===== config.mk =====
export PLATFORM = sky130hd
export DESIGN_NAME = block_average_downsampler_top
export DESIGN_NICKNAME = d
export VERILOG_FILES = /design/src/hw/rtl/bavg_pkg.sv /design/src/hw/rtl/bavg_div.sv /design/src/hw/rtl/bavg_acc_mem.sv /design/src/hw/rtl/block_average_downsampler_top.sv
export SDC_FILE = /design/constraint.sdc
export NUM_CORES = 2
export LEC_CHECK = 0
export CAP_MARGIN = 5
export CORE_MARGIN = 2
export CORE_UTILIZATION = 34
export DETAILED_ROUTE_END_ITERATION = 7
export DONT_BUFFER_PORTS = 1
export HOLD_SLACK_MARGIN = 0.06
export SLEW_MARGIN = 25
export SYNTH_ARGS = -nofsm -noshare
export SYNTH_HDL_FRONTEND = slang
export SYNTH_SLANG_ARGS = --single-unit

===== constraint.sdc =====
create_clock -name i_clk -period 7.3 [get_ports i_clk]
set_input_delay 1.46 -clock i_clk [delete_from_list [all_inputs] [get_ports i_clk]]
set_output_delay 1.46 -clock i_clk [all_outputs]
set_load 0.02 [all_outputs]

===== src/hw/rtl/bavg_pkg.sv =====
`default_nettype none
// ----------------------------------------------------------------------------
// bavg_pkg
// Shared types and constants of the block-average downsampler.
// ----------------------------------------------------------------------------
package bavg_pkg;

    localparam int LED_SIZE_DEF = 16;
    localparam int MAX_DIM_DEF  = 4096;

    localparam int CFG_W   = 13;   // image_width / image_height register width
    localparam int CH_W    = 8;    // one color channel
    localparam int SUM_W   = 24;   // one channel accumulator
    localparam int IDX_W   = 4;    // block_x / block_y port width
    localparam int APB_AW  = 3;
    localparam int APB_DW  = 32;

    typedef enum logic {
        REG_IMAGE_WIDTH  = 1'b0,
        REG_IMAGE_HEIGHT = 1'b1
    } t_reg_idx;

    typedef enum logic [2:0] {
        S_IDLE,   // wait for a pixel
        S_DIMS,   // block width/height being derived
        S_AREA,   // block area, start position re-derivation
        S_POS,    // raster position being mapped onto the block grid
        S_ACC,    // accumulator read data back, write updated sums
        S_AVG,    // dividing the block sums by the area
        S_OUT     // hand the averages to the output register
    } t_state;

endpackage : bavg_pkg
`default_nettype wire


===== src/hw/rtl/bavg_div.sv =====
`default_nettype none
// ----------------------------------------------------------------------------
// bavg_div
// Restoring divider, one quotient bit per cycle. Results hold until the
// next start.
// ----------------------------------------------------------------------------
module bavg_div #(
    parameter int NW = 24,
    parameter int DW = 16
) (
    input  wire logic          i_clk,
    input  wire logic          i_rst_n,
    input  wire logic          i_start,
    input  wire logic [NW-1:0] i_dividend,
    input  wire logic [DW-1:0] i_divisor,
    output logic               o_done,
    output logic [NW-1:0]      o_quotient,
    output logic [DW-1:0]      o_remainder
);

    localparam int CNTW = $clog2(NW + 1);

    logic            r_busy;
    logic            r_done;
    logic [CNTW-1:0] r_cnt;
    logic [NW-1:0]   r_quo;
    logic [DW-1:0]   r_rem;
    logic [DW-1:0]   r_div;

    logic [DW:0]     shifted;
    logic            ge;
    logic [DW:0]     diff;

    always_comb begin
        shifted = {r_rem, r_quo[NW-1]};
        ge      = shifted >= {1'b0, r_div};
        diff    = shifted - {1'b0, r_div};
    end

    always_ff @(posedge i_clk) begin
        if (!i_rst_n) begin
            r_busy <= 1'b0;
            r_done <= 1'b0;
            r_cnt  <= '0;
        end else begin
            r_done <= 1'b0;
            if (i_start) begin
                r_busy <= 1'b1;
                r_cnt  <= CNTW'(NW);
            end else if (r_busy) begin
                r_cnt <= r_cnt - 1'b1;
                if (r_cnt == CNTW'(1)) begin
                    r_busy <= 1'b0;
                    r_done <= 1'b1;
                end
            end
        end
    end

    always_ff @(posedge i_clk) begin
        if (i_start) begin
            r_quo <= i_dividend;
            r_rem <= '0;
            r_div <= i_divisor;
        end else if (r_busy) begin
            r_quo <= {r_quo[NW-2:0], ge};
            r_rem <= ge ? diff[DW-1:0] : shifted[DW-1:0];
        end
    end

    assign o_done      = r_done;
    assign o_quotient  = r_quo;
    assign o_remainder = r_rem;

endmodule : bavg_div
`default_nettype wire


===== src/hw/rtl/bavg_acc_mem.sv =====
`default_nettype none
// ----------------------------------------------------------------------------
// bavg_acc_mem
// Column-block accumulator memory: one entry of packed RGB sums per block
// column, registered read, with per-entry valid bits so an unwritten or
// cleared entry reads as zero.
// ----------------------------------------------------------------------------
module bavg_acc_mem #(
    parameter int DEPTH = 16,
    parameter int AW    = 4,
    parameter int DW    = 72
) (
    input  wire logic          i_clk,
    input  wire logic          i_rst_n,
    input  wire logic          i_clear_all,
    input  wire logic          i_rd_en,
    input  wire logic [AW-1:0] i_rd_addr,
    output logic [DW-1:0]      o_rd_data,
    input  wire logic          i_wr_en,
    input  wire logic [AW-1:0] i_wr_addr,
    input  wire logic [DW-1:0] i_wr_data
);

    logic [DW-1:0]    mem [DEPTH];
    logic [DEPTH-1:0] r_valid;
    logic [DW-1:0]    r_rd_data;
    logic             r_rd_valid;

    always_ff @(posedge i_clk) begin
        if (i_wr_en) begin
            mem[i_wr_addr] <= i_wr_data;
        end
        if (i_rd_en) begin
            r_rd_data <= mem[i_rd_addr];
        end
    end

    always_ff @(posedge i_clk) begin
        if (!i_rst_n) begin
            r_valid    <= '0;
            r_rd_valid <= 1'b0;
        end else begin
            if (i_clear_all) begin
                r_valid <= '0;
            end else if (i_wr_en) begin
                r_valid[i_wr_addr] <= 1'b1;
            end
            // a frame start clears on the same edge as its first read
            if (i_rd_en) begin
                r_rd_valid <= !i_clear_all && r_valid[i_rd_addr];
            end
        end
    end

    assign o_rd_data = r_rd_valid ? r_rd_data : '0;

endmodule : bavg_acc_mem
`default_nettype wire


===== src/hw/rtl/block_average_downsampler_top.sv =====
`default_nettype none
// ----------------------------------------------------------------------------
// block_average_downsampler_top
// Box-filter downsampler: raster RGB pixels in, one averaged RGB per block out.
// ----------------------------------------------------------------------------
// A pixel outside every whole block is accepted from the idle state alone; a
// pixel inside a block also passes an accumulator memory read, then a write
// back; the last pixel of a block then waits for the bit-serial sum/area
// division (24 quotient bits and the done flag) and for the load of the output
// register, which waits while an earlier result still waits at the output. A
// register write holds the input during its setup and access cycles. After
// reset and after each register write the block re-derives block size and
// grid position before the next pixel is taken.
module block_average_downsampler_top
    import bavg_pkg::*;
#(
    parameter int LED_SIZE = LED_SIZE_DEF,
    parameter int MAX_DIM  = MAX_DIM_DEF
) (
    input  wire logic              i_clk,
    input  wire logic              i_rst_n,
    input  wire logic              i_in_valid,
    output logic                   o_in_ready,
    input  wire logic              i_start_of_frame,
    input  wire logic [CH_W-1:0]   i_red,
    input  wire logic [CH_W-1:0]   i_green,
    input  wire logic [CH_W-1:0]   i_blue,
    output logic                   o_out_valid,
    input  wire logic              i_out_ready,
    output logic [IDX_W-1:0]       o_block_x,
    output logic [IDX_W-1:0]       o_block_y,
    output logic [CH_W-1:0]        o_avg_red,
    output logic [CH_W-1:0]        o_avg_green,
    output logic [CH_W-1:0]        o_avg_blue,
    output logic                   o_last_of_frame,
    input  wire logic              psel,
    input  wire logic              penable,
    input  wire logic              pwrite,
    input  wire logic [APB_AW-1:0] paddr,
    input  wire logic [APB_DW-1:0] pwdata,
    output logic [APB_DW-1:0]      prdata,
    output logic                   pready
);

    localparam int DIMW = $clog2(MAX_DIM + 1);
    localparam int BXW  = $clog2(LED_SIZE + 1);
    localparam int IW   = $clog2(LED_SIZE);
    localparam int ARW  = 2 * DIMW;
    localparam int MDW  = 3 * SUM_W;
    localparam int RSH  = DIMW + BXW;
    localparam int PW   = DIMW + RSH + 1;
    localparam longint unsigned RCP =
        ((64'd1 << RSH) + 64'(LED_SIZE) - 64'd1) / 64'(LED_SIZE);

    t_state r_state, n_state;

    // ---------------- configuration ----------------
    logic [CFG_W-1:0] r_cfg_w, r_cfg_h;
    logic             r_dirty;
    logic             cfg_wr;

    assign pready = 1'b1;
    assign cfg_wr = psel && penable && pwrite;

    always_ff @(posedge i_clk) begin
        if (!i_rst_n) begin
            r_cfg_w <= CFG_W'(16);
            r_cfg_h <= CFG_W'(16);
        end else if (cfg_wr) begin
            unique case (t_reg_idx'(paddr[2]))
                REG_IMAGE_WIDTH:  r_cfg_w <= pwdata[CFG_W-1:0];
                REG_IMAGE_HEIGHT: r_cfg_h <= pwdata[CFG_W-1:0];
                default:          r_cfg_w <= r_cfg_w;
            endcase
        end
    end

    always_comb begin
        unique case (t_reg_idx'(paddr[2]))
            REG_IMAGE_WIDTH:  prdata = APB_DW'(r_cfg_w);
            REG_IMAGE_HEIGHT: prdata = APB_DW'(r_cfg_h);
            default:          prdata = '0;
        endcase
    end

    logic [DIMW-1:0] eff_w, eff_h;
    assign eff_w = (32'(r_cfg_w) > 32'(MAX_DIM)) ? DIMW'(MAX_DIM) : DIMW'(r_cfg_w);
    assign eff_h = (32'(r_cfg_h) > 32'(MAX_DIM)) ? DIMW'(MAX_DIM) : DIMW'(r_cfg_h);

    // ---------------- geometry and raster position ----------------
    logic [DIMW-1:0] r_bw, r_bh;
    logic [ARW-1:0]  r_area;
    logic [DIMW-1:0] r_col, r_row, r_sx, r_sy;
    logic [BXW-1:0]  r_bx, r_by;

    logic [DIMW-1:0] e_col, e_row, e_sx, e_sy;
    logic [BXW-1:0]  e_bx, e_by;
    logic            in_region, emit_blk, accept;
    logic [DIMW-1:0] a_col, a_row, a_sx, a_sy;
    logic [BXW-1:0]  a_bx, a_by;

    assign accept = i_in_valid && o_in_ready;

    always_comb begin
        e_col = i_start_of_frame ? '0 : r_col;
        e_row = i_start_of_frame ? '0 : r_row;
        e_sx  = i_start_of_frame ? '0 : r_sx;
        e_sy  = i_start_of_frame ? '0 : r_sy;
        e_bx  = i_start_of_frame ? '0 : r_bx;
        e_by  = i_start_of_frame ? '0 : r_by;

        in_region = (r_bw != '0) && (r_bh != '0)
                 && (e_bx < BXW'(LED_SIZE)) && (e_by < BXW'(LED_SIZE));
        emit_blk  = in_region && (e_sx == r_bw - 1'b1) && (e_sy == r_bh - 1'b1);

        a_col = e_col;
        a_row = e_row;
        a_sx  = e_sx;
        a_sy  = e_sy;
        a_bx  = e_bx;
        a_by  = e_by;
        if ({1'b0, e_col} + 1'b1 >= {1'b0, eff_w}) begin
            a_col = '0;
            a_sx  = '0;
            a_bx  = '0;
            if ({1'b0, e_row} + 1'b1 >= {1'b0, eff_h}) begin
                a_row = '0;
                a_sy  = '0;
                a_by  = '0;
            end else begin
                a_row = e_row + 1'b1;
                if (r_bh != '0 && e_by < BXW'(LED_SIZE)) begin
                    if (e_sy == r_bh - 1'b1) begin
                        a_sy = '0;
                        a_by = e_by + 1'b1;
                    end else begin
                        a_sy = e_sy + 1'b1;
                    end
                end
            end
        end else begin
            a_col = e_col + 1'b1;
            if (r_bw != '0 && e_bx < BXW'(LED_SIZE)) begin
                if (e_sx == r_bw - 1'b1) begin
                    a_sx = '0;
                    a_bx = e_bx + 1'b1;
                end else begin
                    a_sx = e_sx + 1'b1;
                end
            end
        end
    end

    // ---------------- dividers ----------------
    logic            dim_start, pos_start;
    logic            pc_done, pr_done;
    logic [PW-1:0]   bw_prod, bh_prod;
    logic [DIMW-1:0] dw_q, dh_q, pc_q, pr_q;
    logic [DIMW-1:0] pc_r, pr_r;

    assign dim_start = (r_state == S_IDLE) && r_dirty;
    assign pos_start = (r_state == S_AREA);

    // block width and height: multiply by the rounded-up reciprocal of the
    // grid size, exact for every dimension that fits DIMW bits
    assign bw_prod = PW'(eff_w) * PW'(RCP);
    assign bh_prod = PW'(eff_h) * PW'(RCP);
    assign dw_q    = bw_prod[RSH +: DIMW];
    assign dh_q    = bh_prod[RSH +: DIMW];

    // raster position onto the grid
    bavg_div #(.NW(DIMW), .DW(DIMW)) u_div_col (
        .i_clk, .i_rst_n, .i_start(pos_start),
        .i_dividend(r_col), .i_divisor(r_bw),
        .o_done(pc_done), .o_quotient(pc_q), .o_remainder(pc_r)
    );
    bavg_div #(.NW(DIMW), .DW(DIMW)) u_div_row (
        .i_clk, .i_rst_n, .i_start(pos_start),
        .i_dividend(r_row), .i_divisor(r_bh),
        .o_done(pr_done), .o_quotient(pr_q), .o_remainder(pr_r)
    );

    logic col_out, row_out;
    assign col_out = (r_bw == '0) || (pc_q >= DIMW'(LED_SIZE));
    assign row_out = (r_bh == '0) || (pr_q >= DIMW'(LED_SIZE));

    // ---------------- accumulator memory ----------------
    logic [MDW-1:0]  rd_data;
    logic [MDW-1:0]  wr_data;
    logic            mem_rd, mem_wr;
    logic [IW-1:0]   r_idx;
    logic            r_emit;
    logic [BXW-1:0]  r_obx, r_oby;
    logic [CH_W-1:0] r_pr, r_pg, r_pb;

    assign mem_rd = accept && in_region;
    assign mem_wr = (r_state == S_ACC);

    bavg_acc_mem #(.DEPTH(LED_SIZE), .AW(IW), .DW(MDW)) u_mem (
        .i_clk, .i_rst_n,
        .i_clear_all(accept && i_start_of_frame),
        .i_rd_en(mem_rd), .i_rd_addr(e_bx[IW-1:0]), .o_rd_data(rd_data),
        .i_wr_en(mem_wr), .i_wr_addr(r_idx), .i_wr_data(wr_data)
    );

    logic [SUM_W:0]   add_r, add_g, add_b;
    logic [SUM_W-1:0] s_r, s_g, s_b;

    always_comb begin
        add_r = {1'b0, rd_data[3*SUM_W-1:2*SUM_W]} + (SUM_W+1)'(r_pr);
        add_g = {1'b0, rd_data[2*SUM_W-1:SUM_W]}   + (SUM_W+1)'(r_pg);
        add_b = {1'b0, rd_data[SUM_W-1:0]}         + (SUM_W+1)'(r_pb);
        // saturate on carry out
        s_r   = add_r[SUM_W] ? '1 : add_r[SUM_W-1:0];
        s_g   = add_g[SUM_W] ? '1 : add_g[SUM_W-1:0];
        s_b   = add_b[SUM_W] ? '1 : add_b[SUM_W-1:0];
        wr_data = r_emit ? '0 : {s_r, s_g, s_b};
    end

    // ---------------- block averages ----------------
    logic             avg_start;
    logic             ar_done, ag_done, ab_done;
    logic [SUM_W-1:0] ar_q, ag_q, ab_q;

    assign avg_start = (r_state == S_ACC) && r_emit;

    bavg_div #(.NW(SUM_W), .DW(ARW)) u_div_r (
        .i_clk, .i_rst_n, .i_start(avg_start), .i_dividend(s_r), .i_divisor(r_area),
        .o_done(ar_done), .o_quotient(ar_q), .o_remainder()
    );
    bavg_div #(.NW(SUM_W), .DW(ARW)) u_div_g (
        .i_clk, .i_rst_n, .i_start(avg_start), .i_dividend(s_g), .i_divisor(r_area),
        .o_done(ag_done), .o_quotient(ag_q), .o_remainder()
    );
    bavg_div #(.NW(SUM_W), .DW(ARW)) u_div_b (
        .i_clk, .i_rst_n, .i_start(avg_start), .i_dividend(s_b), .i_divisor(r_area),
        .o_done(ab_done), .o_quotient(ab_q), .o_remainder()
    );

    logic out_load;

    // ---------------- control ----------------
    assign o_in_ready = (r_state == S_IDLE) && !r_dirty && !(psel && pwrite);

    always_comb begin
        n_state  = r_state;
        out_load = 1'b0;
        unique case (r_state)
            S_IDLE: begin
                if (r_dirty) begin
                    n_state = S_DIMS;
                end else if (mem_rd) begin
                    n_state = S_ACC;
                end
            end
            S_DIMS: n_state = S_AREA;
            S_AREA: n_state = S_POS;
            S_POS:  if (pc_done && pr_done) n_state = S_IDLE;
            S_ACC:  n_state = r_emit ? S_AVG : S_IDLE;
            S_AVG:  if (ar_done && ag_done && ab_done) n_state = S_OUT;
            S_OUT: begin
                if (!o_out_valid || i_out_ready) begin
                    out_load = 1'b1;
                    n_state  = S_IDLE;
                end
            end
            default: n_state = S_IDLE;
        endcase
    end

    always_ff @(posedge i_clk) begin
        if (!i_rst_n) begin
            r_state <= S_IDLE;
            r_dirty <= 1'b1;
            r_col   <= '0;
            r_row   <= '0;
            r_sx    <= '0;
            r_sy    <= '0;
            r_bx    <= '0;
            r_by    <= '0;
        end else begin
            r_state <= n_state;
            // a write during re-derivation forces another pass
            if (cfg_wr) begin
                r_dirty <= 1'b1;
            end else if (dim_start) begin
                r_dirty <= 1'b0;
            end
            if (accept) begin
                r_col <= a_col;
                r_row <= a_row;
                r_sx  <= a_sx;
                r_sy  <= a_sy;
                r_bx  <= a_bx;
                r_by  <= a_by;
            end else if (r_state == S_POS && pc_done && pr_done) begin
                r_bx <= col_out ? BXW'(LED_SIZE) : BXW'(pc_q);
                r_sx <= col_out ? '0 : pc_r;
                r_by <= row_out ? BXW'(LED_SIZE) : BXW'(pr_q);
                r_sy <= row_out ? '0 : pr_r;
            end
        end
    end

    always_ff @(posedge i_clk) begin
        if (r_state == S_DIMS) begin
            r_bw <= dw_q;
            r_bh <= dh_q;
        end
        if (r_state == S_AREA) begin
            r_area <= ARW'(r_bw * r_bh);
        end
        if (accept) begin
            r_idx  <= e_bx[IW-1:0];
            r_emit <= emit_blk;
            r_obx  <= e_bx;
            r_oby  <= e_by;
            r_pr   <= i_red;
            r_pg   <= i_green;
            r_pb   <= i_blue;
        end
    end

    // ---------------- output register ----------------
    logic r_ovalid;

    always_ff @(posedge i_clk) begin
        if (!i_rst_n) begin
            r_ovalid <= 1'b0;
        end else if (out_load) begin
            r_ovalid <= 1'b1;
        end else if (i_out_ready) begin
            r_ovalid <= 1'b0;
        end
    end

    always_ff @(posedge i_clk) begin
        if (out_load) begin
            o_block_x       <= IDX_W'(r_obx);
            o_block_y       <= IDX_W'(r_oby);
            o_avg_red       <= (ar_q > SUM_W'(255)) ? '1 : ar_q[CH_W-1:0];
            o_avg_green     <= (ag_q > SUM_W'(255)) ? '1 : ag_q[CH_W-1:0];
            o_avg_blue      <= (ab_q > SUM_W'(255)) ? '1 : ab_q[CH_W-1:0];
            o_last_of_frame <= (r_obx == BXW'(LED_SIZE - 1))
                            && (r_oby == BXW'(LED_SIZE - 1));
        end
    end

    assign o_out_valid = r_ovalid;

endmodule : block_average_downsampler_top
`default_nettype wire


==> metrics.txt <==
critical setup path kind=flop to flop; deepest clock path buffer count=3; clock root buffer=clkbuf_16; Max H-tree Level=4; Post-Synth XOR/XNOR Area=0.0238; Clock Skew=44.4 ps; CTS Sinks=1709; Final Slew Violations=0; register area share after synthesis=0.621; antenna violations before repair=7; Final ANT Viol Nets=0; WL final=212000 um; Final setup viols=0; hpwl dp=120000 um; DRC=0; area fraction in compound gates after synthesis=0.119; total number of placement rows=176; CP startpoint kind=flop; Tightest Pin Transition=1090 ps; WL/cell=22.7 um; P&R area growth vs syn=12.1%; leak pwr=31.2 nW; largest net degree at the start of global routing=231; Pwr Density=336 mW/mm2; post-CTS sizing=0; cells after synthesis=6275; EDFF count, synth=1462; unrepaired setup endpoints after global routing=no; Synthesis Warnings=0; Vias=50777; 1st-pass router iterations=5; Die Wd=485 um; Total GRT Usage=0.175; Seq cells post-synth=1709; Distinct cells, synth=97; die area=0.235 mm2; Crit Path Max Fanout=16; # IOs=135; vias per cell=5.44; layout cells sized above 1=0.124; Tcrit/Tclk final=0.731; Syn Area/Cell=12.5 um2; max-cap viol count=0; total gr overflow=0; crit-path cells=nand2_1 > fa_1 > inv_1 > fa_1 > ha_1 > inv_1 > fa_1 > inv_1 > ha_1 > a21o_1 > a21oi_1 > o21ai_0 > a31oi_1 > o21ai_0 > o41ai_1 > o21bai_1 > a21oi_1 > xnor2_1; Final min period=5340 ps; Final nets=6468; hold crit path type=flop to flop; Final Util=0.383; cts hold-fix bufs=0; CP peak stage delay=770 ps; WP data required=7850 ps; CTS clk-pin slew, worst paths=60 ps; multiplexer share of the synthesized area=0.0692; 1st-iter DRT viols=4625; vias in the first global route=49310; largest family of logic cells by synthesized area=compound AO/OA/AOI/OAI gates; Mapped Area=0.0787 mm2; CP arrival=5890 ps; endpoint class of the critical path=flop; Die H=485 um; slew margin rel.=0.273; Post-Synth Simple-Gate Area=0.0948; outcome=finished clean; gpl congestion=0.861; Core ar.=0.230 mm2; maximum VDD drop=457 uV; Buffers on Ports=0; Fin. Hold Viols=0; TritonCTS Buffers=176; first-pass GRT wire length=316000 um; Initial Utilization=0.342; most common library cell in the layout ignoring fill and taps=edfxtp_1; total negative slack=0 ps; Crit-path slowest cell=edfxtp_1; Synth Flop Type=edfxtp_1; Post-CTS Setup Bufs=0; CTS tree=done; clk_lat worst skew=840 ps; fmax=0.187 GHz; commonest cells after routing, fill and taps aside=1462 x edfxtp_1, 554 x nand2_1, 386 x o21ai_0; ys async rst share=0; adder-cell share of the synthesized area=0.0430
flip-flops by register name, summed over array words and instances (netlist names), 13 cells and up:
register,flops
u_div_row.o_quotient,13
u_mem.r_valid,16
u_mem.r_rd_data,72
u_div_col.o_remainder,13
u_div_b.o_quotient,24
r_sy,13
u_div_col.o_quotient,13
u_div_r.r_div,18
r_sx,13
r_area,18
u_div_g.o_remainder,26
r_cfg_w,13
u_div_row.o_remainder,13
r_cfg_h,13
u_div_r.o_quotient,24
u_div_r.o_remainder,26
u_div_b.o_remainder,26
r_row,13
u_mem.mem,1152
r_col,13
u_div_g.o_quotient,24
metrics by stage:
stage | std cells | power [mW] | setup WS [ps] | hold WS, ps | instance area [um2]
after global routing | 9335 | 31.3 | 1430 | 430 | 88200
after floorplan | 6293 | 18.4 | 512 | 400 | 78800
after global placement | 9012 | 20.2 | 1380 | 407 | 82000
after detailed placement | 9013 | 20.3 | 1410 | 406 | 82100
final | 9336 | 29.6 | 1960 | 418 | 88200
after CTS | 9334 | 29.8 | 1920 | 421 | 88200
synthesized netlist by cell type (all sizes together), types with 78 or more instances:
master,n,area (um2)
dfxtp,247,4940
a221oi,88,777
edfxtp,1462,43900
a211oi,122,921
nor2b,82,513
ha,178,2230
a21oi,380,1900
mux2i,196,1960
buf,78,415
clkbuf,311,1170
a22oi,83,623
inv,195,732
nand3,171,861
and2,84,526
nand2,556,2090
o21ai,394,1980
nor2,349,1320
o31ai,83,628
mux2,305,3440
xnor2,142,1240
worst paths after layout:
check	cells past startpoint	end	startpoint	slack, ps
worst max-delay path	18	r_area[17]	r_bw[3]	1960
worst min-delay path	0	u_div_r.r_div[5]	r_area[5]	420
worst max register to register	18	r_area[17]	r_bw[3]	1960
worst min register to register	0	u_div_r.r_div[5]	r_area[5]	420
routing by layer:
| metal | track usage | routed length [um] |
|---|---|---|
| met4 | 0.0543 | 6010 |
| met5 | 0 | 31 |
| met2 | 0.294 | 102000 |
| met1 | 0.231 | 90800 |
| met3 | 0.0286 | 13200 |
critical path: cells and delay by family, from the launching register on:
family	cells	cell delay [ps]
adder cells (fa/ha/maj)	5	2220
buffers and inverters	3	160
XOR/XNOR	1	70
AO/OA/AOI/OAI	8	1670
AND/OR/NAND/NOR	1	170
flip-flops	1	770
where the power goes:
group	internal [mW]	switching [mW]
combinational	3.14	4.55
sequential	11.7	0.759
clock	5.60	3.92
total	20.4	9.24
cells by family after synthesis:
family,Yosys count
other cells,2
fa+ha+maj,236
buf+inv,584
simple gates,1566
xor+xnor,212
mux,503
compound gates,1463
flops,1709
layout make-up:
class,count,area [um2]
Multi-Input combinational cell,4000,27900
Clock inverter,110,1490
Fill cell,21532,142000
Tap cell,3026,3790
Antenna cell,2,5.00
Clock buffer,211,4640
Sequential cell,1709,48900
Inverter,195,739
Timing Repair Buffer,83,856
Power figures use the tool's default switching activity.
